### src/rtl/cmds_pkg.sv
`timescale 1ns / 1ps
`default_nettype none
// ----------------------------------------------------------------------------
// Clock multiplier and divider search: shared definitions
// Field widths, register reset values, result codes and the microcode
// program that steps the search datapath.
// ----------------------------------------------------------------------------
package cmds_pkg;

	localparam int REF_W     = 10;
	localparam int VCO_CFG_W = 16;
	localparam int MAXO_W    = 12;
	localparam int TGT_W     = 12;
	localparam int MULT_W    = 8;
	localparam int DIV_W     = 8;
	localparam int FREQ_W    = 16;
	localparam int VCO_W     = REF_W + MULT_W;
	localparam int ADDR_W    = 4;
	localparam int DATA_W    = 32;
	localparam int PC_W      = 4;

	localparam int MULT_MAX_DEF   = 64;
	localparam int DIVIDE_MAX_DEF = 128;
	localparam int MULT_FIRST     = 2;

	localparam logic [REF_W-1:0]     REF_RST     = REF_W'(300);
	localparam logic [VCO_CFG_W-1:0] VCO_MIN_RST = VCO_CFG_W'(800);
	localparam logic [VCO_CFG_W-1:0] VCO_MAX_RST = VCO_CFG_W'(1600);
	localparam logic [MAXO_W-1:0]    MAXO_RST    = MAXO_W'(800);

	localparam logic [1:0] REG_REF     = 2'd0;
	localparam logic [1:0] REG_VCO_MIN = 2'd1;
	localparam logic [1:0] REG_VCO_MAX = 2'd2;
	localparam logic [1:0] REG_MAX_OUT = 2'd3;

	typedef enum logic [1:0] {
		STAT_EXACT = 2'd0,
		STAT_NEAR  = 2'd1,
		STAT_BAD   = 2'd2,
		STAT_NONE  = 2'd3
	} status_t;

	typedef enum logic [3:0] {
		OP_NONE,
		OP_ACCEPT,
		OP_DIV_T,
		OP_DIV_STEP,
		OP_EXACT,
		OP_ROUND,
		OP_DIV_D,
		OP_TRACK,
		OP_ADVANCE,
		OP_EMIT,
		OP_EMIT_BAD
	} op_t;

	typedef enum logic [3:0] {
		C_NEVER,
		C_ALWAYS,
		C_NO_REQ,
		C_BAD_REQ,
		C_OUT_WIN,
		C_DIV_MORE,
		C_EXACT,
		C_D_OVER,
		C_LAST_M
	} cond_t;

	typedef struct packed {
		op_t             op;
		cond_t           cond;
		logic [PC_W-1:0] target;
		logic            hold_out;
	} ucode_t;

	localparam logic [PC_W-1:0] STEP_WAIT   = 4'd0;
	localparam logic [PC_W-1:0] STEP_VALID  = 4'd1;
	localparam logic [PC_W-1:0] STEP_WINDOW = 4'd2;
	localparam logic [PC_W-1:0] STEP_DIV1   = 4'd3;
	localparam logic [PC_W-1:0] STEP_EVAL1  = 4'd4;
	localparam logic [PC_W-1:0] STEP_ROUND  = 4'd5;
	localparam logic [PC_W-1:0] STEP_DIV2S  = 4'd6;
	localparam logic [PC_W-1:0] STEP_DIV2   = 4'd7;
	localparam logic [PC_W-1:0] STEP_TRACK  = 4'd8;
	localparam logic [PC_W-1:0] STEP_NEXT   = 4'd9;
	localparam logic [PC_W-1:0] STEP_ADV    = 4'd10;
	localparam logic [PC_W-1:0] STEP_EMIT   = 4'd11;
	localparam logic [PC_W-1:0] STEP_BAD    = 4'd12;

	function automatic ucode_t ucode_rom(input logic [PC_W-1:0] pc);
		ucode_t w;
		w = '{op: OP_NONE, cond: C_ALWAYS, target: STEP_WAIT, hold_out: 1'b0};
		case (pc)
			STEP_WAIT:   w = '{op: OP_ACCEPT,   cond: C_NO_REQ,   target: STEP_WAIT,
			                   hold_out: 1'b0};
			STEP_VALID:  w = '{op: OP_NONE,     cond: C_BAD_REQ,  target: STEP_BAD,
			                   hold_out: 1'b0};
			STEP_WINDOW: w = '{op: OP_DIV_T,    cond: C_OUT_WIN,  target: STEP_NEXT,
			                   hold_out: 1'b0};
			STEP_DIV1:   w = '{op: OP_DIV_STEP, cond: C_DIV_MORE, target: STEP_DIV1,
			                   hold_out: 1'b0};
			STEP_EVAL1:  w = '{op: OP_EXACT,    cond: C_EXACT,    target: STEP_EMIT,
			                   hold_out: 1'b0};
			STEP_ROUND:  w = '{op: OP_ROUND,    cond: C_D_OVER,   target: STEP_NEXT,
			                   hold_out: 1'b0};
			STEP_DIV2S:  w = '{op: OP_DIV_D,    cond: C_NEVER,    target: STEP_WAIT,
			                   hold_out: 1'b0};
			STEP_DIV2:   w = '{op: OP_DIV_STEP, cond: C_DIV_MORE, target: STEP_DIV2,
			                   hold_out: 1'b0};
			STEP_TRACK:  w = '{op: OP_TRACK,    cond: C_NEVER,    target: STEP_WAIT,
			                   hold_out: 1'b0};
			STEP_NEXT:   w = '{op: OP_NONE,     cond: C_LAST_M,   target: STEP_EMIT,
			                   hold_out: 1'b0};
			STEP_ADV:    w = '{op: OP_ADVANCE,  cond: C_ALWAYS,   target: STEP_WINDOW,
			                   hold_out: 1'b0};
			STEP_EMIT:   w = '{op: OP_EMIT,     cond: C_ALWAYS,   target: STEP_WAIT,
			                   hold_out: 1'b1};
			STEP_BAD:    w = '{op: OP_EMIT_BAD, cond: C_ALWAYS,   target: STEP_WAIT,
			                   hold_out: 1'b1};
			default:     w = '{op: OP_NONE,     cond: C_ALWAYS,   target: STEP_WAIT,
			                   hold_out: 1'b0};
		endcase
		return w;
	endfunction

endpackage
`default_nettype wire

### src/rtl/clock_mult_div_search_top.sv
`timescale 1ns / 1ps
`default_nettype none
// ----------------------------------------------------------------------------
// Clock multiplier and divider search
// Finds a feedback multiplier and output divider for a requested frequency.
// ----------------------------------------------------------------------------
// A request carries target_mhz on a valid/ready channel; one result per
// request leaves on a valid/ready channel with status, feedback_mult,
// out_divide, achieved_mhz and error_mhz. The APB port sets the reference,
// the VCO window and the largest accepted request; the user must do so only
// while the block is idle, which the block does not enforce. A request is
// taken only when the sequencer waits at its first step, so one request is
// in work at a time; the next can be taken at the edge after the result is
// written. An invalid request goes from validation straight to its result.
// Each multiplier whose VCO is outside the window is skipped; otherwise a
// bit-serial division of the VCO by the target gives the divider. An exact
// quotient within the limit ends the search early; a rounded divider above
// the limit skips the multiplier, else a second division by it gives the
// achieved frequency, keeping the closest; both divisions share one divider.
// The result sits in an output register; a new request may be accepted
// while it waits. When the receiver stalls, the sequencer holds at its
// result step until the register frees up.
// Reset loads the default register values and returns the sequencer to
// its waiting step with no result pending.
// ----------------------------------------------------------------------------
module clock_mult_div_search_top #(
	parameter int MULT_MAX   = cmds_pkg::MULT_MAX_DEF,
	parameter int DIVIDE_MAX = cmds_pkg::DIVIDE_MAX_DEF
) (
	input  wire logic                          clk,
	input  wire logic                          arst_n,
	input  wire logic                          psel,
	input  wire logic                          penable,
	input  wire logic                          pwrite,
	input  wire logic [cmds_pkg::ADDR_W-1:0]   paddr,
	input  wire logic [cmds_pkg::DATA_W-1:0]   pwdata,
	output logic      [cmds_pkg::DATA_W-1:0]   prdata,
	output logic                               pready,
	input  wire logic                          in_valid,
	output logic                               in_ready,
	input  wire logic [cmds_pkg::TGT_W-1:0]    target_mhz,
	output logic                               out_valid,
	input  wire logic                          out_ready,
	output cmds_pkg::status_t                  status,
	output logic      [cmds_pkg::MULT_W-1:0]   feedback_mult,
	output logic      [cmds_pkg::DIV_W-1:0]    out_divide,
	output logic      [cmds_pkg::FREQ_W-1:0]   achieved_mhz,
	output logic      [cmds_pkg::FREQ_W-1:0]   error_mhz
);
	import cmds_pkg::*;

	localparam int DEN_W     = TGT_W;
	localparam int DIV_CNT_W = $clog2(VCO_W + 1);
	localparam logic [MULT_W-1:0]    MULT_LAST = MULT_W'(MULT_MAX);
	localparam logic [VCO_W-1:0]     DIV_LIM   = VCO_W'(DIVIDE_MAX);
	localparam logic [DIV_W-1:0]     DIV_LIM8  = DIV_W'(DIVIDE_MAX);
	localparam logic [MULT_W-1:0]    MULT_LOW  = MULT_W'(MULT_FIRST);
	localparam logic [DIV_CNT_W-1:0] DIV_LEN   = DIV_CNT_W'(VCO_W);
	localparam logic [VCO_W-1:0]     FREQ_SAT  = VCO_W'({FREQ_W{1'b1}});

	logic [REF_W-1:0]     ref_q;
	logic [VCO_CFG_W-1:0] vco_min_q;
	logic [VCO_CFG_W-1:0] vco_max_q;
	logic [MAXO_W-1:0]    max_out_q;
	logic                 cfg_wr;

	logic [PC_W-1:0]      pc_q;
	ucode_t               uc;
	op_t                  step_op;
	logic                 out_busy;
	logic                 cond_hit;
	logic                 emit_fire;

	logic [TGT_W-1:0]     t_q;
	logic [MULT_W-1:0]    m_q;
	logic [VCO_W-1:0]     vco_q;
	logic [DIV_W-1:0]     d_q;
	logic                 best_valid_q;
	logic [MULT_W-1:0]    best_mult_q;
	logic [DIV_W-1:0]     best_div_q;
	logic [VCO_W-1:0]     best_act_q;
	logic [VCO_W-1:0]     min_err_q;

	logic [DIV_CNT_W-1:0] div_cnt_q;
	logic [VCO_W-1:0]     quo_q;
	logic [DEN_W-1:0]     rem_q;
	logic [DEN_W-1:0]     den_q;
	logic [DEN_W:0]       rem_sh;
	logic                 rem_ge;

	logic                 out_valid_q;
	status_t              status_q;
	logic [MULT_W-1:0]    mult_out_q;
	logic [DIV_W-1:0]     div_out_q;
	logic [FREQ_W-1:0]    ach_out_q;
	logic [FREQ_W-1:0]    err_out_q;

	logic                 bad_req;
	logic                 out_win;
	logic                 exact_hit;
	logic [VCO_W-1:0]     d_full;
	logic                 d_over;
	logic [VCO_W-1:0]     t_ext;
	logic [VCO_W-1:0]     err_now;
	logic                 better;

	// Configuration registers.
	assign cfg_wr = psel && penable && pwrite && pready;
	assign pready = 1'b1;

	always_ff @(posedge clk or negedge arst_n) begin
		if (!arst_n) begin
			ref_q     <= REF_RST;
			vco_min_q <= VCO_MIN_RST;
			vco_max_q <= VCO_MAX_RST;
			max_out_q <= MAXO_RST;
		end else if (cfg_wr) begin
			unique case (paddr[3:2])
				REG_REF:     ref_q     <= pwdata[REF_W-1:0];
				REG_VCO_MIN: vco_min_q <= pwdata[VCO_CFG_W-1:0];
				REG_VCO_MAX: vco_max_q <= pwdata[VCO_CFG_W-1:0];
				REG_MAX_OUT: max_out_q <= pwdata[MAXO_W-1:0];
			endcase
		end
	end

	always_comb begin
		unique case (paddr[3:2])
			REG_REF:     prdata = DATA_W'(ref_q);
			REG_VCO_MIN: prdata = DATA_W'(vco_min_q);
			REG_VCO_MAX: prdata = DATA_W'(vco_max_q);
			REG_MAX_OUT: prdata = DATA_W'(max_out_q);
		endcase
	end

	// Datapath flags.
	assign t_ext   = VCO_W'(t_q);
	assign bad_req = (t_q == '0) || (t_q > max_out_q);
	assign out_win = (vco_q < VCO_W'(vco_min_q)) || (vco_q > VCO_W'(vco_max_q));
	assign exact_hit = (rem_q == '0) && (quo_q != '0) && (quo_q <= DIV_LIM);
	assign d_full  = quo_q + VCO_W'(rem_q >= (t_q - (t_q >> 1)));
	assign d_over  = d_full > DIV_LIM;
	assign err_now = (quo_q > t_ext) ? (quo_q - t_ext) : (t_ext - quo_q);
	assign better  = !best_valid_q || (err_now < min_err_q);

	assign rem_sh = {rem_q, quo_q[VCO_W-1]};
	assign rem_ge = rem_sh >= {1'b0, den_q};

	// Sequencer.
	assign uc       = ucode_rom(pc_q);
	assign out_busy = out_valid_q && !out_ready;
	assign in_ready = (pc_q == STEP_WAIT);

	always_comb begin
		if (uc.hold_out && out_busy) begin
			step_op = OP_NONE;
		end else if (uc.op == OP_ACCEPT && !in_valid) begin
			step_op = OP_NONE;
		end else begin
			step_op = uc.op;
		end
	end

	assign emit_fire = (step_op == OP_EMIT) || (step_op == OP_EMIT_BAD);

	always_comb begin
		unique case (uc.cond)
			C_NEVER:    cond_hit = 1'b0;
			C_ALWAYS:   cond_hit = 1'b1;
			C_NO_REQ:   cond_hit = !in_valid;
			C_BAD_REQ:  cond_hit = bad_req;
			C_OUT_WIN:  cond_hit = out_win;
			C_DIV_MORE: cond_hit = div_cnt_q != DIV_CNT_W'(1);
			C_EXACT:    cond_hit = exact_hit;
			C_D_OVER:   cond_hit = d_over;
			C_LAST_M:   cond_hit = m_q == MULT_LAST;
			default:    cond_hit = 1'b1;
		endcase
	end

	always_ff @(posedge clk or negedge arst_n) begin
		if (!arst_n) begin
			pc_q <= STEP_WAIT;
		end else if (uc.hold_out && out_busy) begin
			pc_q <= pc_q;
		end else if (cond_hit) begin
			pc_q <= uc.target;
		end else begin
			pc_q <= pc_q + PC_W'(1);
		end
	end

	always_ff @(posedge clk or negedge arst_n) begin
		if (!arst_n) begin
			div_cnt_q <= '0;
		end else if (step_op == OP_DIV_T || step_op == OP_DIV_D) begin
			div_cnt_q <= DIV_LEN;
		end else if (step_op == OP_DIV_STEP && div_cnt_q != '0) begin
			div_cnt_q <= div_cnt_q - DIV_CNT_W'(1);
		end
	end

	always_ff @(posedge clk or negedge arst_n) begin
		if (!arst_n) begin
			out_valid_q <= 1'b0;
		end else if (emit_fire) begin
			out_valid_q <= 1'b1;
		end else if (out_ready) begin
			out_valid_q <= 1'b0;
		end
	end

	always_ff @(posedge clk) begin
		unique case (step_op)
			OP_ACCEPT: begin
				t_q          <= target_mhz;
				m_q          <= MULT_LOW;
				vco_q        <= VCO_W'({ref_q, 1'b0});
				best_valid_q <= 1'b0;
			end
			OP_DIV_T: begin
				quo_q <= vco_q;
				rem_q <= '0;
				den_q <= t_q;
			end
			OP_DIV_D: begin
				quo_q <= vco_q;
				rem_q <= '0;
				den_q <= DEN_W'(d_q);
			end
			OP_DIV_STEP: begin
				quo_q <= {quo_q[VCO_W-2:0], rem_ge};
				rem_q <= rem_ge ? DEN_W'(rem_sh - {1'b0, den_q}) : rem_sh[DEN_W-1:0];
			end
			OP_EXACT: begin
				if (exact_hit) begin
					best_valid_q <= 1'b1;
					best_mult_q  <= m_q;
					best_div_q   <= quo_q[DIV_W-1:0];
					best_act_q   <= t_ext;
					min_err_q    <= '0;
				end
			end
			OP_ROUND: begin
				d_q <= (d_full == '0) ? DIV_W'(1) : d_full[DIV_W-1:0];
			end
			OP_TRACK: begin
				if (better) begin
					best_valid_q <= 1'b1;
					best_mult_q  <= m_q;
					best_div_q   <= d_q;
					best_act_q   <= quo_q;
					min_err_q    <= err_now;
				end
			end
			OP_ADVANCE: begin
				m_q   <= m_q + MULT_W'(1);
				vco_q <= vco_q + VCO_W'(ref_q);
			end
			OP_EMIT: begin
				if (best_valid_q) begin
					status_q   <= (min_err_q == '0) ? STAT_EXACT : STAT_NEAR;
					mult_out_q <= best_mult_q;
					div_out_q  <= best_div_q;
					ach_out_q  <= (best_act_q > FREQ_SAT) ? '1 : best_act_q[FREQ_W-1:0];
					err_out_q  <= (min_err_q > FREQ_SAT) ? '1 : min_err_q[FREQ_W-1:0];
				end else begin
					status_q   <= STAT_NONE;
					mult_out_q <= '0;
					div_out_q  <= '0;
					ach_out_q  <= '0;
					err_out_q  <= '0;
				end
			end
			OP_EMIT_BAD: begin
				status_q   <= STAT_BAD;
				mult_out_q <= '0;
				div_out_q  <= '0;
				ach_out_q  <= '0;
				err_out_q  <= '0;
			end
			default: begin
			end
		endcase
	end

	assign out_valid     = out_valid_q;
	assign status        = status_q;
	assign feedback_mult = mult_out_q;
	assign out_divide    = div_out_q;
	assign achieved_mhz  = ach_out_q;
	assign error_mhz     = err_out_q;

`ifndef SYNTH
	a_accept_enters_check: assert property (@(posedge clk) disable iff (!arst_n)
		(in_valid && in_ready) |=> (pc_q == STEP_VALID))
		else $error("Accepted request did not move the sequencer to validation.");

	a_emit_sets_valid: assert property (@(posedge clk) disable iff (!arst_n)
		emit_fire |=> out_valid_q)
		else $error("Result write did not raise out_valid.");

	a_fail_zeroes: assert property (@(posedge clk) disable iff (!arst_n)
		(out_valid_q && (status_q == STAT_BAD || status_q == STAT_NONE))
		|-> (mult_out_q == '0 && div_out_q == '0 && ach_out_q == '0 && err_out_q == '0))
		else $error("Failed search reported nonzero settings.");

	a_found_in_range: assert property (@(posedge clk) disable iff (!arst_n)
		(out_valid_q && (status_q == STAT_EXACT || status_q == STAT_NEAR))
		|-> (div_out_q != '0 && div_out_q <= DIV_LIM8 && mult_out_q >= MULT_LOW
			&& mult_out_q <= MULT_LAST))
		else $error("Reported multiplier or divider outside its limits.");

	a_div_count_range: assert property (@(posedge clk) disable iff (!arst_n)
		div_cnt_q <= DIV_LEN)
		else $error("Divider step count out of range.");
`endif

endmodule
`default_nettype wire
### config.mk
export PLATFORM = sky130hd
export DESIGN_NAME = clock_mult_div_search_top
export DESIGN_NICKNAME = d
export VERILOG_FILES = /design/src/rtl/cmds_pkg.sv /design/src/rtl/clock_mult_div_search_top.sv
export SDC_FILE = /design/constraint.sdc
export NUM_CORES = 1
export LEC_CHECK = 0
export BUFFER_PORTS_ARGS = -buffer_cell sky130_fd_sc_hd__clkbuf_2
export CORE_MARGIN = 4
export CORE_UTILIZATION = 60
export CTS_BUF_LIST = sky130_fd_sc_hd__clkbuf_8
export CTS_CLUSTER_SIZE = 28
export DETAILED_ROUTE_END_ITERATION = 10
export PLACE_DENSITY = 0.88
export SETUP_SLACK_MARGIN = 0.15
export SYNTH_ARGS = -nofsm -noshare
export SYNTH_HDL_FRONTEND = slang
export SYNTH_SLANG_ARGS = --single-unit
### constraint.sdc
create_clock -name clk -period 9.3 [get_ports clk]
set_input_delay 1.86 -clock clk [delete_from_list [all_inputs] [get_ports clk]]
set_output_delay 1.86 -clock clk [all_outputs]
set_load 0.03 [all_outputs]
-- Word-level counts from Yosys, hierarchy flattened
Memories as Yosys holds them, arrays and structs flattened.
Index checks and enable logic that the tools add are counted.
W data, S select, Z words.
- $add $sub $neg: 9
- equality and inequality tests: 25
- reductions and logical operators: 40
- multiplexer cells: 44
- magnitude comparators: 11
- operators by type and width (cell ; count):
    $pmux W18 S2 ; 4
    $pmux W32 S4 ; 1
    $mux W18 ; 5
    $pmux W8 S2 ; 5
    $mux W16 ; 4
    $pmux W16 S2 ; 2
    $mux W8 ; 6
    $pmux W12 S2 ; 2
    $gt A18 B16 Y1 const B ; 2
    $logic_not A18 Y1 ; 2
    $eq A4 B3 Y1 const B ; 8
    $logic_not A12 Y1 ; 2
    $add A18 B1 Y18 ; 1
    $add A18 B10 Y18 ; 1
    $gt A18 B12 Y1 ; 1
    $gt A18 B16 Y1 ; 1
    $gt A18 B8 Y1 const B ; 1
    $le A18 B8 Y1 const B ; 1
    $lt A18 B16 Y1 ; 1
    $lt A18 B18 Y1 ; 1
    $reduce_bool A18 Y1 ; 1
    $sub A12 B18 Y18 ; 1
    $sub A18 B12 Y18 ; 1
    $eq A4 B2 Y1 const B ; 4
    34 further kinds ; 71
- output and inout bits: 85
- input port bits: 55
- bits in read-only memories: 208
- memories: 1
- register bits after elaboration: 255
- memories (memory ; depth ; bits a word ; read ports ; clocked after memory_dff ; write ports ; line ; source):
    (no name shown) ; 16 ; 13 ; 1 ; 0 ; 0 ; cmds_pkg.sv:93 ; case (pc)

-- Longest topological paths before layout
An unclocked memory read counts as a cell.
- word-level depth: 9
- gate-level depth with buffers: 26
- mapped depth without buffers: 26

-- Worst setup path after synthesis
No wires, ideal clock.
- path type: reg2reg
- start: reg quo_q[0]
- end: reg best_act_q[0] (enable)
- slack: 2512 ps
- stages on the path, launching flop included: 22
- setup time: 462 ps
- arrival time: 6327 ps
- path through: edfxtp_1 inv_1 ha_1 inv_1 fa_1 a21o_1 a221oi_2 a21oi_2 o22a_2 nand2b_1 buf_6 buf_12 mux2_2 ha_1 a21boi_0 o21a_1 o21a_1 o21a_1 o21ai_0 a311oi_1 or3_1 nor2_1
- cells in the longest elaborated chain, start to end: 6
- elaborated cells between the ends (all ways): 13
- those cells by class: add/sub: 2; order compare: 3; eq/ne: 2; mux: 1; reduce/logical: 5
- RTL lines (item ; line ; source):
    start: declaration ; clock_mult_div_search_top.sv:85 ; logic [VCO_W-1:0] quo_q;
    start signal: assignment ; clock_mult_div_search_top.sv:222 ; quo_q <= vco_q;
    start signal: assignment ; clock_mult_div_search_top.sv:227 ; quo_q <= vco_q;
    start signal: assignment ; clock_mult_div_search_top.sv:232 ; quo_q <= {quo_q[VCO_W-2:0], rem_ge};
    $sub A12 B18 Y18, or another cell as far along ; clock_mult_div_search_top.sv:143 ; assign err_now = (quo_q > t_ext) ? (quo_q - t_ext) : (t_ext - quo_q);
    $mux W18 (*) ; clock_mult_div_search_top.sv:143 ;
    named net err_now[1] ; clock_mult_div_search_top.sv:104 ; logic [VCO_W-1:0] err_now;
    $lt A18 B18 Y1 (*) ; clock_mult_div_search_top.sv:144 ; assign better = !best_valid_q || (err_now < min_err_q);
    $logic_or A1 B1 Y1 (*) ; clock_mult_div_search_top.sv:144 ;
    $ne A2 B2 Y1 (no line) (*) ; -- ;
    $reduce_and A3 Y1 (no line) (*) ; -- ;
    end signal: assignment ; clock_mult_div_search_top.sv:240 ; best_act_q <= t_ext;
    end signal: assignment ; clock_mult_div_search_top.sv:252 ; best_act_q <= quo_q;
    end: declaration ; clock_mult_div_search_top.sv:81 ; logic [VCO_W-1:0] best_act_q;
Mark *: on every way through the listed nets, which the timed path passes. The rest lies on a longest branch.
A chain may end at the register's enable or synchronous reset.

-- Final worst setup path
- start: reg t_q[9]
- end: reg best_act_q[15] (enable)
- cells in the longest elaborated chain, start to end: 6
- elaborated cells between the ends (all ways): 8
- those cells by class: add/sub: 2; order compare: 2; eq/ne: 1; mux: 1; reduce/logical: 2
- RTL lines (item ; line ; source):
    start: declaration ; clock_mult_div_search_top.sv:74 ; logic [TGT_W-1:0] t_q;
    start signal: assignment ; clock_mult_div_search_top.sv:216 ; t_q <= target_mhz;
    $gt A18 B12 Y1 ; clock_mult_div_search_top.sv:143 ;
    $mux W18 ; clock_mult_div_search_top.sv:143 ;
    named net err_now[1] ; clock_mult_div_search_top.sv:104 ;
    $lt A18 B18 Y1 ; clock_mult_div_search_top.sv:144 ;
    $logic_or A1 B1 Y1 ; clock_mult_div_search_top.sv:144 ;
    $ne A2 B2 Y1 (no line) ; -- ;
    $reduce_and A3 Y1 (no line) ; -- ;
The timed path passes the listed nets, and every way through them passes these cells.

==> results.txt <==
CTS Sinks: 255
worst skew pair latency: 0.55 ns
status: finished, final reports clean
Post-Synth Simple-Gate Area: 15.44%
Crit path largest cell delay: 0.58 ns
Cells after DPL: 1951
Cells after Synth: 1564
Core Area: 26280 sq um
row count: 59
CP bufs+invs: 2
maximum VDD drop: 0.0002134 V
post-synth top area share: 35.42%
# hold bufs at CTS: 0
CP dominant cell by count: o21a_1
hold_ws: 0.5236 ns
Slew Viols, Final: 0
Hold Path Depth: 1
DR iter-0 viols: 1148
Layout area overhead: 9.071%
Synth Area in Compound Gates: 12.91%
Initial DRT Pass Iterations: 5
minimum clock period: 6.212 ns
xor and xnor area share after synthesis: 3.137%
fraction of layout cells with a size suffix above 1: 16.47%
Final period util: 66.80%
DR WL/cell: 19.23 um
Layout Nets: 1868
Bufs on Longest Clock Path: 3
Total Power: 7.015 mW
grt ovf: 0
Starting Density: 61.62%
Commonest cells post-synth: edfxtp_1 (191), ha_1 (147), nand2_1 (133)
RSZ-0062 raised after global routing: no
global-route wire length before repair: 62270 um
hpwl dp: 29330 um
die area: 29680 sq um
synthesis warning total: 0
#FFs+latches synth: 255
Final TNS setup: 0 ns
Distinct cells, synth: 82
Reg2Reg Depth: 18
PortBufs: 104
n_diodes: 0
Setup Skew: 0.02195 ns
Slowest-stage cell, CP: or4_4
Async SR Flop Fraction: 25.10%
fill count: 1955
combinational family with the most area after synthesis: simple AND/OR/NAND/NOR gates
vias in the first global route: 12120
R2R Setup Slk: 3.09 ns
Top Ports: 140
crit start category: flip-flop
critical path type: flip-flop to flip-flop
initial antenna violation count: 0
Post-Synthesis Cell Area: 16190 sq um
Post-route DRC: 0
chip width: 172.3 um
synth top area cells: edfxtp_1 (35%), ha_1 (11%), dfrtp_1 (7.9%), o21ai_0 (3.6%), nand2_1 (3.1%)
largest net degree at the start of global routing: 65
Worst Path Arrival: 6.38 ns
Synth area leader: edfxtp_1
final hold violations: 0
CP Cell Sequence: inv_1 -> ha_1 -> nand4_1 -> or4_4 -> a21oi_2 -> o22a_2 -> nand2b_1 -> mux2_2 -> ha_1 -> a21boi_0 -> o21a_1 -> o21a_1 -> o21a_1 -> o21ai_0 -> a311oi_1 -> or3_1 -> nor2_4 -> buf_4
Num CTS Buffers: 43
CP Capture Type: flip-flop
Slew headroom: 23.62%
via count: 12534
fin cells: 2029
LEAKAGE: 7.423 nW
EDFF count, synth: 191
CTS tree: yes
# Post-CTS Setup Buffers: 0
CP max FO: 52
Slew @ Worst Pin: 1.143 ns
global-route usage over all layers: 26.27%
most frequent cell after synthesis: edfxtp_1
worst hold path class: flip-flop to flip-flop
CP Data Required Time: 9.47 ns
die height: 172.3 um
cts repair resizes: 0
fin util: 67.21%
setup violators final: 0
Via density: 6.177
gp weighted congestion: 0.9245
Worst path depth: 18
Adder-Cell Fraction of Synth Area: 11.98%
CTS clk-pin slew, worst paths: 0.06 ns
final WL: 39010 um
DRT antenna net count: 0
sequential share of the synthesized area: 45.41%
CTS HTree Levels: 2
CTS root buf: clkbuf_8
post-synthesis mux area share: 5.362%
Max-Cap Viols: 0
prevailing post-synth register cell: edfxtp_1
Peak Freq: 0.1610 GHz
pwr dens: 397.1 nW/um^2
Avg Cell Area, Syn: 10.35 sq um
CP top delay family: simple AND/OR/NAND/NOR gates
==> worst reg2reg max path, delay by kind of cell (launching register included) <==
kind                       cells  cell delay (ns)
muxes                          1             0.45
and+or+nand+nor                5             1.98
AOI/OAI and AO/OA              8             1.35
adders and majority gates      2             0.81
DFF                            1             0.48
buffers and inverters          2             0.72
==> layer usage <==
layer,wire [um],vias up,global-route usage [%]
met2,18920,579,45.10
met4,1015,0,8.100
met3,2781,84,3.452
met1,16290,6038,34.98
li1,-,5833,-
met5,0,-,0
==> layout make-up <==
type	count	area (sq um)	share of cell area (%)
clock buffer	47	646.9	3.662
clock inverter	31	126.4	0.7154
inverter	134	503.0	2.848
multi-input combinational	1111	8004	45.31
sequential	255	7353	41.63
tap	335	419.2	2.373
timing repair buffer	116	610.6	3.457
==> through the flow <==
stage                     setup slack (ns)  cell area, sq um
after detailed placement             3.231             16890
after floorplan                      2.512             16250
after global placement               3.366             16890
after CTS                            3.176             17660
after global routing                 2.655             17660
final                                3.088             17660
==> power by group <==
group | internal, mW | switching (mW)
combinational | 1.46 | 2.33
clock | 0.464 | 0.450
sequential | 1.87 | 0.446
==> flip-flops by register name (all words and copies together) (netlist names), 10 cells and up <==
register	count
achieved_mhz	16
best_act_q	18
den_q	12
error_mhz	16
max_out_q	12
min_err_q	18
quo_q	18
ref_q	10
rem_q	12
t_q	12
vco_max_q	16
vco_min_q	16
vco_q	18
==> path summary, 6_finish.rpt <==
path,from,end
hold / removal,best_mult_q[7],feedback_mult[7]
setup reg to reg,t_q[9],best_act_q[15]
max in group asynchronous,arst_n,ref_q[1]
setup / recovery,t_q[9],best_act_q[15]
min in group asynchronous,arst_n,pc_q[0]
hold reg to reg,best_mult_q[7],feedback_mult[7]
==> cells by family after synthesis <==
| family | count (synthesis) |
|---|---|
| AOI/OAI and AO/OA | 326 |
| xor gates and xnor gates | 58 |
| other | 2 |
| muxes | 69 |
| DFF | 255 |
| buffers and inverters | 213 |
| and+or+nand+nor | 489 |
| adders and majority gates | 152 |
==> cells in the final DEF (no fill, tap or decap), drive strengths merged, types with 30 or more instances in the layout <==
cell	count
edfxtp	191
clkbuf	151
ha	147
inv	146
nand2	133
o21ai	117
nor2	104
a21oi	55
dfrtp	51
mux2	42
and2	40
xnor2	36
nand3	31
nand4	30
Power figures use the tool's default switching activity.
